## src/hw/rtl/kprc_pkg.sv

```systemverilog
`timescale 1ns / 1ps

package kprc_pkg;

    localparam int unsigned CHAR_W = 7;
    localparam int unsigned SEED_W = 17;
    localparam int unsigned PROD_W = 24;
    localparam int unsigned CFG_W  = 17;

    localparam logic [6:0]  MULT     = 7'd75;
    localparam logic [15:0] LOW_MASK = 16'hFFFF;
    localparam logic [17:0] MODULUS  = 18'd65537;
    localparam logic [6:0]  BASE     = 7'd32;
    localparam logic [7:0]  SPAN     = 8'd96;

    typedef logic [CHAR_W-1:0] t_char;
    typedef logic [SEED_W-1:0] t_seed;

    typedef enum logic [0:0] {
        CFG_MODE = 1'b0,
        CFG_KEY  = 1'b1
    } t_cfg_idx;

    // One generator step: s*75 mod 65537, low half minus high half, wrap if negative.
    function automatic t_seed gen_step(input t_seed s);
        logic [PROD_W-1:0] prod;
        logic [15:0]       lo;
        logic [7:0]        hi;
        logic [17:0]       wide;
        prod = PROD_W'(s) * PROD_W'(MULT);
        lo   = prod[15:0] & LOW_MASK;
        hi   = prod[23:16];
        if (lo >= 16'(hi)) begin
            wide = 18'(lo) - 18'(hi);
        end else begin
            wide = 18'(lo) + MODULUS - 18'(hi);
        end
        return wide[SEED_W-1:0];
    endfunction

endpackage

```

## src/hw/rtl/keystream_printable_rotate_cipher.sv

```systemverilog
`timescale 1ns / 1ps

// Keystream rotate cipher for seven-bit characters.
// Input channel (i_in_valid / o_in_ready) carries one character request with a
// start-of-message flag; the flag reloads the generator seed from the key
// register before the step. Every request advances the multiplicative
// generator (seed*75 mod 65537) and yields exactly one output character on
// the output channel (o_out_valid / i_out_ready).
// Characters 32..127 rotate within that range by r mod 96, forward when mode
// is 0 and backward when mode is 1; characters below 32 pass unchanged.
// Pipeline: the seed step goes into the stage register when a request is
// accepted, and the rotation goes from there into the output register, which
// drives o_out_valid; a receiver stall can hold both registers.
// Throughput: one request per cycle while the receiver does not stall; the seed feedback
// loop is a constant multiply and fold with no register inside it.
// Configuration: i_cfg_we writes i_cfg_wdata into register i_cfg_index
// (0 mode, 1 key) at the clock edge; write only while the pipe is empty.
// Reset (synchronous, active low): mode 0, key 1, seed 1, pipeline empty.
// Receiver stall: the output register holds, the stage register holds behind
// it, and o_in_ready drops once both are full; no request is lost.
module keystream_printable_rotate_cipher (
    input  logic                          i_clk,
    input  logic                          i_rst_n,
    input  logic                          i_in_valid,
    output logic                          o_in_ready,
    input  kprc_pkg::t_char               i_data_char,
    input  logic                          i_start_of_message,
    output logic                          o_out_valid,
    input  logic                          i_out_ready,
    output kprc_pkg::t_char               o_out_char,
    input  logic                          i_cfg_we,
    input  logic                          i_cfg_index,
    input  logic [kprc_pkg::CFG_W-1:0]    i_cfg_wdata
);
    import kprc_pkg::*;

    logic  r_mode;
    t_seed r_key;
    t_seed r_seed;

    logic  r_s1_vld;
    t_char r_s1_char;
    t_seed r_s1_rnd;

    logic  r_out_vld;
    t_char r_out_char;

    logic  out_adv;
    logic  in_acc;
    t_seed n_seed;
    t_char n_out_char;

    // Output register frees when empty or taken; stage 1 moves whenever it does.
    assign out_adv    = !r_out_vld || i_out_ready;
    assign o_in_ready = !r_s1_vld || out_adv;
    assign in_acc     = i_in_valid && o_in_ready;

    // Step from the key on message start, else from the running seed.
    assign n_seed = gen_step(i_start_of_message ? r_key : r_seed);

    // Configuration writes
    always_ff @(posedge i_clk) begin
        if (!i_rst_n) begin
            r_mode <= 1'b0;
            r_key  <= t_seed'(1);
        end else if (i_cfg_we) begin
            case (t_cfg_idx'(i_cfg_index))
                CFG_MODE: r_mode <= i_cfg_wdata[0];
                CFG_KEY:  r_key  <= i_cfg_wdata[SEED_W-1:0];
                default:  r_mode <= r_mode;
            endcase
        end
    end

    // Generator state: advance once per accepted request
    always_ff @(posedge i_clk) begin
        if (!i_rst_n) begin
            r_seed <= t_seed'(1);
        end else if (in_acc) begin
            r_seed <= n_seed;
        end
    end

    // Stage 1: character and generator value
    always_ff @(posedge i_clk) begin
        if (!i_rst_n) begin
            r_s1_vld <= 1'b0;
        end else if (o_in_ready) begin
            r_s1_vld <= i_in_valid;
        end
    end

    always_ff @(posedge i_clk) begin
        if (in_acc) begin
            r_s1_char <= i_data_char;
            r_s1_rnd  <= n_seed;
        end
    end

    kprc_rotate u_rotate (
        .i_char    (r_s1_char),
        .i_rnd     (r_s1_rnd),
        .i_decrypt (r_mode),
        .o_char    (n_out_char)
    );

    // Output register
    always_ff @(posedge i_clk) begin
        if (!i_rst_n) begin
            r_out_vld <= 1'b0;
        end else if (out_adv) begin
            r_out_vld <= r_s1_vld;
        end
    end

    always_ff @(posedge i_clk) begin
        if (out_adv && r_s1_vld) begin
            r_out_char <= n_out_char;
        end
    end

    assign o_out_valid = r_out_vld;
    assign o_out_char  = r_out_char;

`ifndef ASSERT_OFF
    // Generator value after a step is always folded into 0..65536.
    a_rnd_range: assert property (@(posedge i_clk) disable iff (!i_rst_n)
        r_s1_vld |-> (r_s1_rnd <= t_seed'(65536)))
        else $error("generator value out of range");

    // Seed moves only when a request is accepted.
    a_seed_hold: assert property (@(posedge i_clk) disable iff (!i_rst_n)
        !in_acc |=> $stable(r_seed))
        else $error("seed changed without a request");

    // A stalled output keeps the stage-1 request parked and unchanged.
    a_s1_hold: assert property (@(posedge i_clk) disable iff (!i_rst_n)
        (r_s1_vld && r_out_vld && !i_out_ready)
            |=> (r_s1_vld && $stable(r_s1_char) && $stable(r_s1_rnd)))
        else $error("stage 1 request lost under stall");
`endif

endmodule

```

## src/hw/rtl/kprc_rotate.sv

```systemverilog
`timescale 1ns / 1ps

module kprc_rotate (
    input  kprc_pkg::t_char i_char,
    input  kprc_pkg::t_seed i_rnd,
    input  logic            i_decrypt,
    output kprc_pkg::t_char o_char
);
    import kprc_pkg::*;

    logic [4:0] dsum;
    logic [4:0] m3;
    logic [6:0] k;
    logic [6:0] off;
    logic [7:0] acc;
    logic [7:0] wrapped;

    // rnd mod 96 = ((rnd >> 5) mod 3) * 32 + rnd[4:0]
    // mod 3 of the upper bits: sum base-4 digits, then fold down
    always_comb begin
        dsum = 5'(i_rnd[6:5]) + 5'(i_rnd[8:7]) + 5'(i_rnd[10:9])
             + 5'(i_rnd[12:11]) + 5'(i_rnd[14:13]) + 5'(i_rnd[16:15]);
        m3 = dsum;
        if (m3 >= 5'd12) m3 = m3 - 5'd12;
        if (m3 >= 5'd6)  m3 = m3 - 5'd6;
        if (m3 >= 5'd3)  m3 = m3 - 5'd3;
        k = {m3[1:0], i_rnd[4:0]};
    end

    always_comb begin
        off = i_char - BASE;
        if (i_decrypt) begin
            acc = 8'(off) + (SPAN - 8'(k));
        end else begin
            acc = 8'(off) + 8'(k);
        end
        wrapped = (acc >= SPAN) ? (acc - SPAN) : acc;
        if (i_char < BASE) begin
            o_char = i_char;
        end else begin
            o_char = wrapped[6:0] + BASE;
        end
    end

endmodule

```

## config.mk

```make
export PLATFORM = sky130hd
export DESIGN_NAME = keystream_printable_rotate_cipher
export DESIGN_NICKNAME = d
export VERILOG_FILES = /design/src/hw/rtl/kprc_pkg.sv /design/src/hw/rtl/keystream_printable_rotate_cipher.sv /design/src/hw/rtl/kprc_rotate.sv
export SDC_FILE = /design/constraint.sdc
export NUM_CORES = 1
export LEC_CHECK = 0
export BUFFER_PORTS_ARGS = -buffer_cell sky130_fd_sc_hd__buf_2
export CAP_MARGIN = 10
export CORE_UTILIZATION = 30
export CTS_CLUSTER_SIZE = 20
export DETAILED_ROUTE_END_ITERATION = 10
export PLACE_DENSITY = 0.55
export SLEW_MARGIN = 25
export SYNTH_ARGS = -nofsm -noshare
export SYNTH_HDL_FRONTEND = slang
export SYNTH_SLANG_ARGS = --single-unit
export TNS_END_PERCENT = 50
```

## constraint.sdc

```tcl
create_clock -name i_clk -period 19.6 [get_ports i_clk]
set_input_delay 1.96 -clock i_clk [delete_from_list [all_inputs] [get_ports i_clk]]
set_output_delay 1.96 -clock i_clk [all_outputs]
set_load 0.02 [all_outputs]
```

### Word-level counts from Yosys, hierarchy flattened

Cells that the tools add are included.

* flip-flop bits (word level): 68
* input bits: 31
* output and inout bits: 9
* logic and storage cells: 49

* add/sub/neg operators: 17
* multipliers: 1
* magnitude comparators: 6
* mux-type cells: 8
* bitwise operators: 1
* reduce and logical (&&, ||, !) cells: 8

Operators with widths (count)
* two-way mux 17 bit: 2
* multiplier 17 x 7 -> 24 bit (second input constant): 1
* adder 5 x 2 -> 5 bit: 4
* adder 16 x 17 -> 17 bit (second input constant): 1
* subtractor 16 x 8 -> 17 bit: 1
* subtractor 17 x 8 -> 17 bit: 1
* >= comparator 16 x 8 -> 1 bit: 1
* two-way mux 7 bit: 2
* two-way mux 5 bit: 2
* adder 7 x 7 -> 8 bit: 1
* adder 7 x 8 -> 8 bit: 1
* >= comparator 8 x 7 -> 1 bit (second input constant): 1
* two-way mux 8 bit: 1
* subtractor 7 x 7 -> 8 bit (first input constant): 1
* adder 7 x 6 -> 7 bit (second input constant): 1
* less-than comparator 7 x 6 -> 1 bit (second input constant): 1
* subtractor 7 x 6 -> 7 bit (second input constant): 1
* subtractor 7 bit (second input constant): 1
* >= comparator 5 x 2 -> 1 bit (second input constant): 1
* >= comparator 5 x 3 -> 1 bit (second input constant): 1
* >= comparator 5 x 4 -> 1 bit (second input constant): 1
* subtractor 5 x 3 -> 5 bit (second input constant): 1
* subtractor 5 x 4 -> 5 bit (second input constant): 1
* AND reduction 2 bit: 2
* 7 further kinds: 10

### Depth between registers and ports, before layout

Gate-level depths: netlist (run 1).

* depth in word-level cells: 18
* mapped depth: 35
* depth with buffers taken out: 35

### Cells and area by module

A second synthesis (run 1) with hierarchy kept.

* cell total of the unflattened synthesis: 916
* area total of the unflattened synthesis: 8139.1 sq um

Modules (own cells, without submodules)
* keystream_printable_rotate_cipher: times used 1, cells an instance 688, area each 6481.2 sq um, sequential area each 1671.6 sq um
* kprc_rotate: times used 1, cells an instance 228, area each 1657.8 sq um, sequential area each 0.0 sq um

### Worst setup path after synthesis (run 1)

No wires, ideal clock.

* path type: input to register
* from: in i_start_of_message
* to: reg r_seed[14]
* setup time: 0.115 ns
* arrival: 9.070 ns
* data required time: 19.485 ns
* path slack: 10.414 ns
* stages: 32
* path buffers: 3
* cell sequence: clkbuf_1 > buf_1 > mux2_2 > ha_1 > ha_1 > inv_1 > fa_1 > inv_1 > fa_1 > ha_1 > clkbuf_1 > nand2_1 > nor2_1 > a211oi_1 > a31oi_1 > a211o_1 > a21oi_1 > o21bai_1 > a21o_1 > xnor2_1 > ha_1 > inv_1 > fa_1 > nor2b_1 > or4_1 > o21ai_1 > o21ai_1 > a21oi_1 > o21bai_1 > xor2_1 > mux2_2 > a31o_1

* word-level cells in the longest chain between the ends: 5
* elaborated cells on any way between the ends: 7
* classes of those cells: 3 x add/sub; 1 x mul; 1 x order compare; 2 x mux

RTL lines
* from (decl): RTL line keystream_printable_rotate_cipher.sv:27 `input logic i_start_of_message,`
* two-way mux 17 bit (*): RTL line keystream_printable_rotate_cipher.sv:59 `assign n_seed = gen_step(i_start_of_message ? r_key : r_seed);`
* multiplier 17 x 7 -> 24 bit (*): RTL line kprc_pkg.sv:30 `prod = PROD_W'(s) * PROD_W'(MULT);`
* adder 16 x 17 -> 17 bit: RTL line kprc_pkg.sv:36 `wide = 18'(lo) + MODULUS - 18'(hi);`
* subtractor 17 x 8 -> 17 bit: RTL line kprc_pkg.sv:36
* two-way mux 17 bit (*): RTL line kprc_pkg.sv:33 `if (lo >= 16'(hi)) begin`
* via n_seed[14]: RTL line keystream_printable_rotate_cipher.sv:50 `t_seed n_seed;`
* to (signal assigned): RTL line keystream_printable_rotate_cipher.sv:78 `r_seed <= t_seed'(1);`
* to (signal assigned): RTL line keystream_printable_rotate_cipher.sv:80 `r_seed <= n_seed;`
* to (decl): RTL line keystream_printable_rotate_cipher.sv:39 `t_seed r_seed;`

Mark *: on every way through the listed nets, which the timed path passes. The rest lies on a longest branch.
A chain may end at the register's enable or synchronous reset.

### Final worst setup path (run 1)

Same ends and word-level chain as after synthesis.

==> results.toml, run 1 <==
[outcome]
outcome = "finished clean"

[global_routing]
via_count_of_the_first_global_routing_pass = 5570
antenna_found_initial = 0
grt-ovfl-total = 0
grt_usage_pct = 13.6
first_pass_grt_wire_length_um = 28400
largest_net_degree_at_the_start_of_global_routing = 44

[setup_path]
crit_fanout = 17
worst_setup_path_end_kind = "flop"
worst-endpoint-arrival_ns = 9.42
timing.critical_path.from_type = "primary input"
crit_path_top_delay_cell = "sky130_fd_sc_hd__fa_1"
worstRegToRegCells = 29
reg2reg_to = "o_out_char[6]$_DFFE_PP_"
worstSetupPathType = "primary input to flop"
critPathRequiredTime_ns = 19.83
critical-path-max-stage-delay_ns = 0.59
reg2reg_setup_slack_ns = 12.14
worst_path_dominant_cell_family = "adder cells"
path_buf_inv = 5
r2r_start = "r_s1_rnd[7]$_DFFE_PP_"

[logic_synthesis]
synth_nets = 1092
synth.yosys.warnings = 0
asyncSetResetFlopFracSynth_pct = 0
synth-seq-area-share_pct = 21.1
syn-instance-count = 894
synthesis.area_um2 = 7920
post_synth_edffs = 31
synth_ff_type = "sky130_fd_sc_hd__dfxtp_1"
yosysUniqueCellTypes = 73
yosys_reg_bits = 68
synth.avg_cell_area_um2 = 8.86

[floorplanning]
die_h_um = 164
rows = 59
die-width_um = 164
fp.dieArea_um2 = 27100
ios = 40
floorplan.initialDensity_pct = 30.5
floorplan.core_area_um2 = 26000

[route]
route.antenna.remaining_nets = 0
route.detailed.drc = 0
drt-initial-drc-count = 373
vias_per_cell = 4.67
finalWirelength_um = 17800
drtPass1Iterations = 5
wl_per_cell_um = 14.1
via_count = 5898

[timing]
maxClockFrequency_mhz = 109
setup-tns-final_ns = 0
setup-violations-final = 0
worst_pin_slew_ns = 0.770
fin_worst_skew_ns = 0.00777
fin_crit_sh_pct = 46.9
rsz0062_at_grt = "false"
timing.max_slew.rel_slack_pct = 48.5
finalHoldViolations = 0
report.final.slew_viol_count = 0
final.min_clock_period_ns = 9.19
fin_ws_ns = 10.41

[final_layout]
insertedDiodeCount = 0
fin_nets = 1121
final_util_pct = 33.7
flow.area_growth_from_synthesis_pct = 10.5
finalNonFillerCells = 1263
share_of_post_route_cells_with_drive_strength_above_1_pct = 10.9
fillCellCount = 2708

[cts]
post_cts.resized_instances = 0
cts_hold_buffers = 0
post_cts_buffers = 0
cts-root-to-sink-buffers = 2
clockRootBuffer = "sky130_fd_sc_hd__clkbuf_16"
cts.sinks = 68
cts_inserted_buffers = 9
cts_tree = "yes"
cts_htree_levels = 3
clk-insertion-delay-late_ns = 0.34
post_cts_clock_slew_at_the_launch_and_capture_registers_of_the_worst_setup_and_hold_paths_ns = 0.05

[min_path]
hold_start = "r_seed[8]$_SDFFE_PN0P_"
min_path_cells = 2
holdCritPathClass = "flop to flop"
holdPathEnd = "r_seed[8]$_SDFFE_PN0P_"

[placed_design]
io_buffers = 39
gp_congestion = 0.859
pre_cts_slack_ns = 10.04
dp_hpwl_um = 14900
dp_cells = 1247

[job]
max_cap_violations = 0
[Yosys cell counts (all sizes together), types with 5 or more instances]
master	instances	area (µm²)
a211oi	10	75.1
a21boi	19	143
a21o	11	82.6
a21oi	45	240
a31o	5	43.8
a31oi	11	68.8
and3	6	37.5
buf	8	60.1
clkbuf	14	52.6
dfxtp	37	741
edfxtp	31	931
fa	41	821
ha	126	1580
inv	154	578
mux2	20	229
mux2i	16	175
nand2	83	312
nand2b	11	68.8
nand3	13	70.1
nor2	50	188
nor2b	15	96.3
nor3	10	55.1
o21a	6	45.0
o21ai	26	130
o21ba	5	50.1
o21bai	6	45.0
xnor2	41	359
xor2	17	156
[how the worst max path moves through the flow]
stage                     cells after the start                      end  slack [ns]          startpoint
after global placement                       30  r_seed[14]$_SDFFE_PN0P_       10.14  i_start_of_message
after floorplan                              32  r_seed[14]$_SDFFE_PN0P_       10.41  i_start_of_message
final                                        31  r_seed[14]$_SDFFE_PN0P_       10.41  i_start_of_message
after global routing                         31  r_seed[14]$_SDFFE_PN0P_        9.81  i_start_of_message
after detailed placement                     31  r_seed[14]$_SDFFE_PN0P_       10.04  i_start_of_message
after CTS                                    31  r_seed[14]$_SDFFE_PN0P_       10.40  i_start_of_message
[through the flow]
stage,hold WS (ns),area (µm²)
final,0.456,8750
after global routing,0.491,8750
after CTS,0.459,8750
after detailed placement,0.449,8430
after global placement,0.445,8430
after floorplan,0.432,7920
[routing by layer]
metal  global-route usage [%]  up-vias  share of wire (%)
li1                         -     3054                  -
met1                     18.2     2757                 49
met2                     21.7       69                 45
met3                     1.98       18                2.7
met4                     5.63        0                2.8
met5                        0        -                  0
[final cells by class]
cell class / count / area [µm²] / share of cell area, %
inverter: 154 / 578 / 6.60
sequential: 68 / 1670 / 19.1
tap: 335 / 419 / 4.79
multi-input combinational: 650 / 5560 / 63.5
timing repair buffer: 40 / 203 / 2.32
clock inverter: 2 / 38.8 / 0.443
clock buffer: 14 / 285 / 3.26
[flip-flops by register name, indices dropped and copies added (netlist names)]
name         cells
r_key           17
r_s1_rnd        17
r_seed          17
o_out_char       7
r_s1_char        7
o_out_valid      1
r_mode           1
r_s1_vld         1
[cell families after synthesis]
family / count (synthesis) / share of synthesized area (%)
buffers and inverters: 176 / 8.72
AND/OR/NAND/NOR: 215 / 12.9
adder cells (fa/ha/maj): 167 / 30.3
multiplexers: 36 / 5.10
flip-flops: 68 / 21.1
XOR/XNOR: 58 / 6.51
AO/OA/AOI/OAI: 174 / 15.4
[layout by cell type (no fill, tap or decap), types with 9 or more instances in the layout]
cell type,netlist,routed
sky130_fd_sc_hd__a21oi_1,41,41
sky130_fd_sc_hd__nand2_1,83,83
sky130_fd_sc_hd__xor2_1,16,16
sky130_fd_sc_hd__clkbuf_16,0,10
sky130_fd_sc_hd__a31oi_1,11,11
sky130_fd_sc_hd__xnor2_1,41,41
sky130_fd_sc_hd__inv_1,154,154
sky130_fd_sc_hd__a211oi_1,10,10
sky130_fd_sc_hd__ha_1,126,126
sky130_fd_sc_hd__a21boi_0,19,19
sky130_fd_sc_hd__buf_2,5,39
sky130_fd_sc_hd__mux2i_1,12,12
sky130_fd_sc_hd__nor2b_1,14,14
sky130_fd_sc_hd__nor3_1,9,9
sky130_fd_sc_hd__nand3_1,12,12
sky130_fd_sc_hd__a21o_1,11,11
sky130_fd_sc_hd__nand2b_1,11,11
sky130_fd_sc_hd__nor2_1,50,50
sky130_fd_sc_hd__edfxtp_1,31,31
sky130_fd_sc_hd__mux2_2,18,18
sky130_fd_sc_hd__o21ai_0,24,24
sky130_fd_sc_hd__fa_1,41,41
sky130_fd_sc_hd__dfxtp_1,37,37
[worst register-to-register path: cells and delay by family, from the launching register on]
kind | cells | cell delay (ns)
AO/OA/AOI/OAI | 7 | 1.86
XOR/XNOR | 1 | 0.08
adder cells (fa/ha/maj) | 9 | 3.22
buffers and inverters | 4 | 0.21
flip-flops | 1 | 0.33
multiplexers | 2 | 0.63
AND/OR/NAND/NOR | 6 | 0.97
Power of run 1 is not shown: default switching activity piles up to over one toggle a cycle in this logic, so the estimate is an artifact.
==> run 2, diff against run 1 <==
- ABC_AREA: default -> 1
- clock period: 19.6 -> 9.3 ns (I/O delays scaled with it)
==> run 2 against run 1 <==
Compared with the run above: clock skew shrank 0.0015 ns; first-iteration DRC count grew 1.1%; global-route usage grew 1.7 points; critical endpoint is now r_seed[4]$_SDFFE_PN0P_; highest routed layer unchanged; worst setup slack lost 8.6 ns; synthesized area grew 4.0%; worst hold slack gained 0.0052 ns; non-clock buffer count grew 2; synthesized cell count grew 27%; utilization is essentially flat; die area grew 4.0%.
==> results.toml, run 2 <==
[outcome]
outcome = "finished clean"

[timing]
final.min_clock_period_ns = 7.50
worst_hold_slack_ns = 0.461
maxClockFrequency_mhz = 133
setup-tns-final_ns = 0
worst_pin_slew_ns = 1.00
timing.max_slew.rel_slack_pct = 32.5
setup-violations-final = 0
fin_worst_skew_ns = 0.00625
finalHoldViolations = 0
report.final.slew_viol_count = 0
fin_crit_sh_pct = 80.7
rsz0062_at_grt = "false"

[logic_synthesis]
synth_compound_gate_area_share_pct = 10.8
synth.yosys.warnings = 0
yosys-top-cells-area = "sky130_fd_sc_hd__ha_1 19%, sky130_fd_sc_hd__inv_1 11%, sky130_fd_sc_hd__edfxtp_1 11%, sky130_fd_sc_hd__nand2_1 10%, sky130_fd_sc_hd__fa_1 10%"
synthesis.area_um2 = 8240
synth_ff_type = "sky130_fd_sc_hd__dfxtp_1"
post-synth-top-area-fraction_pct = 19.1
syn-instance-count = 1139
synth-seq-area-share_pct = 20.3
synth-simple-area-share_pct = 23.6
post_synth_edffs = 31
synth_nets = 1337
synthMuxAreaShare_pct = 0
synthMostInstantiatedCell = "sky130_fd_sc_hd__inv_1"
yosys_reg_bits = 68
asyncSetResetFlopFracSynth_pct = 0
synth.avg_cell_area_um2 = 7.23
synth_top_cells_by_count = "252 x sky130_fd_sc_hd__inv_1, 226 x sky130_fd_sc_hd__nand2_1, 126 x sky130_fd_sc_hd__ha_1"
synthesized_area_fraction_occupied_by_adder_cells_pct = 29.1
synth_top_family_by_area = "adder cells"
yosysUniqueCellTypes = 40
synth-xor-area-share_pct = 3.72
synth_largest_area_cell = "sky130_fd_sc_hd__ha_1"

[cts]
post_cts_clock_slew_at_the_launch_and_capture_registers_of_the_worst_setup_and_hold_paths_ns = 0.06
clockRootBuffer = "sky130_fd_sc_hd__clkbuf_16"
clk-insertion-delay-late_ns = 0.33
cts_inserted_buffers = 9
cts-root-to-sink-buffers = 2
cts_tree = "yes"
cts_hold_buffers = 0
cts_htree_levels = 3
cts.sinks = 68
post_cts.resized_instances = 0
post_cts_buffers = 0

[route]
wl_per_cell_um = 13.6
via_count = 7120
route.antenna.remaining_nets = 0
drt-initial-drc-count = 377
finalWirelength_um = 20600
drtPass1Iterations = 5
vias_per_cell = 4.68
route.detailed.drc = 0

[floorplanning]
fp.dieArea_um2 = 28100
floorplan.core_area_um2 = 27000
die_h_um = 168
die-width_um = 168
rows = 60
floorplan.initialDensity_pct = 30.6
ios = 40

[global_routing]
first_pass_grt_wire_length_um = 34600
grt_usage_pct = 15.3
antenna_found_initial = 0
grt-ovfl-total = 0
via_count_of_the_first_global_routing_pass = 6921
largest_net_degree_at_the_start_of_global_routing = 35

[setup_path]
r2r_start = "r_seed[9]$_SDFFE_PN0P_"
crit_fanout = 34
critical-path-max-stage-delay_ns = 0.76
worstSetupPathType = "primary input to flop"
timing.critical_path.from_type = "primary input"
worst-endpoint-arrival_ns = 7.72
path_buf_inv = 5
crit_path_top_delay_cell = "sky130_fd_sc_hd__nor3_2"
critPathRequiredTime_ns = 9.52
worst_path_dominant_cell_family = "adder cells"
worst_setup_path_end_kind = "flop"
startpoint = "i_start_of_message"

[final_layout]
finalNonFillerCells = 1522
insertedDiodeCount = 0
leading_cell_type_in_the_layout_fill_and_taps_excluded = "sky130_fd_sc_hd__inv_1"
final_util_pct = 33.7
flow.area_growth_from_synthesis_pct = 10.3
share_of_post_route_cells_with_drive_strength_above_1_pct = 7.62
fin_nets = 1374
most-common-layout-cells = "252 x sky130_fd_sc_hd__inv_1, 226 x sky130_fd_sc_hd__nand2_1, 126 x sky130_fd_sc_hd__ha_1, 77 x sky130_fd_sc_hd__nor2_1, 69 x sky130_fd_sc_hd__a21oi_1"
largest_registers = "r_key (17), r_s1_rnd (17), r_seed (17)"

[job]
max_cap_violations = 0

[min_path]
holdCritPathClass = "flop to flop"
hold_start = "r_key[7]$_SDFFE_PN0P_"

[placed_design]
io_buffers = 39
dp_hpwl_um = 17500
dp_cells = 1506
gp_congestion = 0.872
[run 2: cell count changes in the layout (fill, tap and decap cells not counted), sizes merged, moves of 11 or more]
cell / previous run / this run
o21ai: 26 / 72
nand4: 3 / 30
nand2b: 11 / 0
mux2i: 16 / 0
xnor2: 41 / 9
a21oi: 45 / 72
nand2: 83 / 241
nor2b: 15 / 0
mux2: 20 / 0
nor2: 50 / 77
inv: 154 / 255
nand3: 13 / 69
a21boi: 19 / 1
[run 2: kinds of logic (layout without fill, tap and decap cells)]
family                     after synthesis  in the layout
and+or+nand+nor                        434            434
buffers and inverters                  271            313
adders and majority gates              167            167
AOI/OAI and AO/OA                      164            164
DFF                                     68             68
xor gates and xnor gates                35             35
[run 2: worst reg2reg max path: cells and delay by family (launching register included)]
| family | cells | cell delay [ns] |
|---|---|---|
| adders and majority gates | 6 | 2.41 |
| AOI/OAI and AO/OA | 7 | 1.87 |
| and+or+nand+nor | 7 | 1.63 |
| buffers and inverters | 5 | 0.35 |
| DFF | 1 | 0.30 |
| xor gates and xnor gates | 1 | 0.28 |
[run 2: routing by layer]
| layer | part of all wire [%] | wire length (µm) | vias up | global-route usage, % |
|---|---|---|---|---|
| li1 | - | - | 3707 | - |
| met1 | 50 | 10400 | 3269 | 21.3 |
| met2 | 45 | 9250 | 124 | 25.2 |
| met3 | 2.9 | 608 | 20 | 1.23 |
| met4 | 1.8 | 378 | 0 | 4.07 |
| met5 | 0 | 0 | - | 0 |
[run 2: through the flow]
step / cell area (µm²) / setup slack [ns]
floorplan: 8240 / 2.73
global placement: 8810 / 1.53
detailed placement: 8810 / 1.45
CTS: 9080 / 1.79
global route: 9080 / 1.16
finish: 9080 / 1.80
[run 2: final cells by class]
type / instances / area (µm²)
Clock inverter: 7 / 51.3
Inverter: 255 / 957
Multi-Input combinational cell: 800 / 5540
Fill cell: 2866 / 17900
Sequential cell: 68 / 1670
Clock buffer: 9 / 225
Tap cell: 341 / 427
Timing Repair Buffer: 42 / 218
[run 2: final timing paths]
check / slack (ns) / cells after the start / end
worst min-delay path: 0.46 / 2 / r_key[7]$_SDFFE_PN0P_
worst max-delay path: 1.80 / 26 / r_seed[4]$_SDFFE_PN0P_
worst min register to register: 0.46 / 2 / r_key[7]$_SDFFE_PN0P_
worst max register to register: 2.37 / 26 / r_seed[4]$_SDFFE_PN0P_
Power of run 2 is left out for the same reason.
==> run 3, diff against run 2 <==
- ABC_AREA: 1 -> 0
- clock period: 9.3 -> 7.45 ns (I/O delays scaled with it)
==> run 3 against run 2 <==
Compared with the run above: worst setup slack lost 1.5 ns; clock-buffer cell count stayed put; critical path depth increased by 5; global-route usage fell by 0.70 points; via count decreased by 11%; highest routed layer unchanged.
==> results.toml, run 3 (synthesis results as in run 1) <==
[setup_path]
crit_fanout = 11
worst-endpoint-arrival_ns = 7.39
critical-path-max-stage-delay_ns = 0.54
worstSetupPathType = "primary input to flop"
crit_path_top_delay_cell = "sky130_fd_sc_hd__fa_1"
critPathRequiredTime_ns = 7.69
worst_setup_path_end_kind = "flop"
timing.critical_path.from_type = "primary input"

[floorplanning]
floorplan.initialDensity_pct = 30.5
floorplan.core_area_um2 = 26000
fp.dieArea_um2 = 27100
die-width_um = 164
ios = 40
rows = 59
die_h_um = 164

[timing]
fin_ws_ns = 0.302
report.final.slew_viol_count = 0
setup-violations-final = 0
timing.max_slew.rel_slack_pct = 42.3
worst_hold_slack_ns = 0.466
worst_pin_slew_ns = 0.864
maxClockFrequency_mhz = 140
final.min_clock_period_ns = 7.15
fin_crit_sh_pct = 95.9
setup-tns-final_ns = 0
fin_worst_skew_ns = 0.00721
finalHoldViolations = 0

[route]
route.detailed.drc = 0
finalWirelength_um = 19100
drtPass1Iterations = 4
route.antenna.remaining_nets = 0
wl_per_cell_um = 14.0
via_count = 6334
drt-initial-drc-count = 346
vias_per_cell = 4.64

[outcome]
outcome = "finished clean"

[final_layout]
flow.area_growth_from_synthesis_pct = 22.9
most-common-layout-cells = "151 x sky130_fd_sc_hd__inv_1, 120 x sky130_fd_sc_hd__ha_1, 102 x sky130_fd_sc_hd__buf_4, 83 x sky130_fd_sc_hd__nand2_1, 49 x sky130_fd_sc_hd__nor2_1"
fillCellCount = 2594
largest_registers = "r_key (17), r_s1_rnd (17), r_seed (17)"
share_of_post_route_cells_with_drive_strength_above_1_pct = 23.0
finalNonFillerCells = 1366
fin_nets = 1224
insertedDiodeCount = 0
leading_cell_type_in_the_layout_fill_and_taps_excluded = "sky130_fd_sc_hd__inv_1"

[global_routing]
largest_net_degree_at_the_start_of_global_routing = 44
via_count_of_the_first_global_routing_pass = 6169
first_pass_grt_wire_length_um = 30600
grt-ovfl-total = 0
antenna_found_initial = 0
grt_usage_pct = 14.6

[cts]
cts-root-to-sink-buffers = 2
cts.sinks = 68
cts_htree_levels = 3
post_cts_clock_slew_at_the_launch_and_capture_registers_of_the_worst_setup_and_hold_paths_ns = 0.06
clk-insertion-delay-late_ns = 0.35
cts_tree = "yes"
cts_inserted_buffers = 9
cts_hold_buffers = 0
clockRootBuffer = "sky130_fd_sc_hd__clkbuf_16"

[job]
max_cap_violations = 0

[placed_design]
dp_hpwl_um = 15600
dp_cells = 1348
gp_congestion = 0.853
io_buffers = 39
pre_cts_slack_ns = -0.352

[min_path]
holdCritPathClass = "flop to flop"
run 3: final cells by class:
class	count	area, µm²	area share [%]
multi-input cells	650	5760	59.2
flip-flops and latches	68	1670	17.2
repair buffers	143	1010	10.4
inverters	154	578	5.94
well taps	335	419	4.31
clock buffers	9	225	2.31
clock inverters	7	65.1	0.669
run 3: layer usage:
layer  vias to the layer above  GRT usage, %  part of all wire [%]
li1                       3271             -                     -
met1                      2977          18.9                    48
met2                        69          25.0                    47
met3                        17          1.33                   3.0
met4                         0          5.21                   2.0
met5                         -             0                     0
run 3: metrics by stage:
stage | area, µm² | util [%]
finish | 9730 | 37.5
global route | 9730 | 37.5
CTS | 9530 | 36.7
detailed placement | 9230 | 35.5
global placement | 9230 | 35.5
floorplan | 7950 | -
run 3: worst max-delay path: cells and delay by family:
kind | cells | cell delay (ns)
buf+inv | 5 | 0.45
fa+ha+maj | 7 | 2.64
xor+xnor | 2 | 0.32
compound gates | 11 | 1.96
mux | 2 | 0.60
simple gates | 4 | 0.64
run 3: worst paths after layout:
check                          start                       to  slack, ns  cells after the start
min reg2reg  r_seed[10]$_SDFFE_PN0P_  r_seed[10]$_SDFFE_PN0P_       0.47                      2
min          r_seed[10]$_SDFFE_PN0P_  r_seed[10]$_SDFFE_PN0P_       0.47                      2
max reg2reg    r_s1_rnd[5]$_DFFE_PP_  o_out_char[6]$_DFFE_PP_       0.38                     33
max               i_start_of_message  r_seed[14]$_SDFFE_PN0P_       0.30                     31
run 3: what timing repair did:
| item | 4_1_cts | 5_1_grt |
|---|---|---|
| hold endpoints to repair | 0 | 0 |
| pin swaps | 0 | 11 |
| setup buffers | 0 | 2 |
| resized for setup | 2 | 37 |
| endpoints found under the setup margin | 1 | 16 |
Power of run 3 is left out for the same reason.
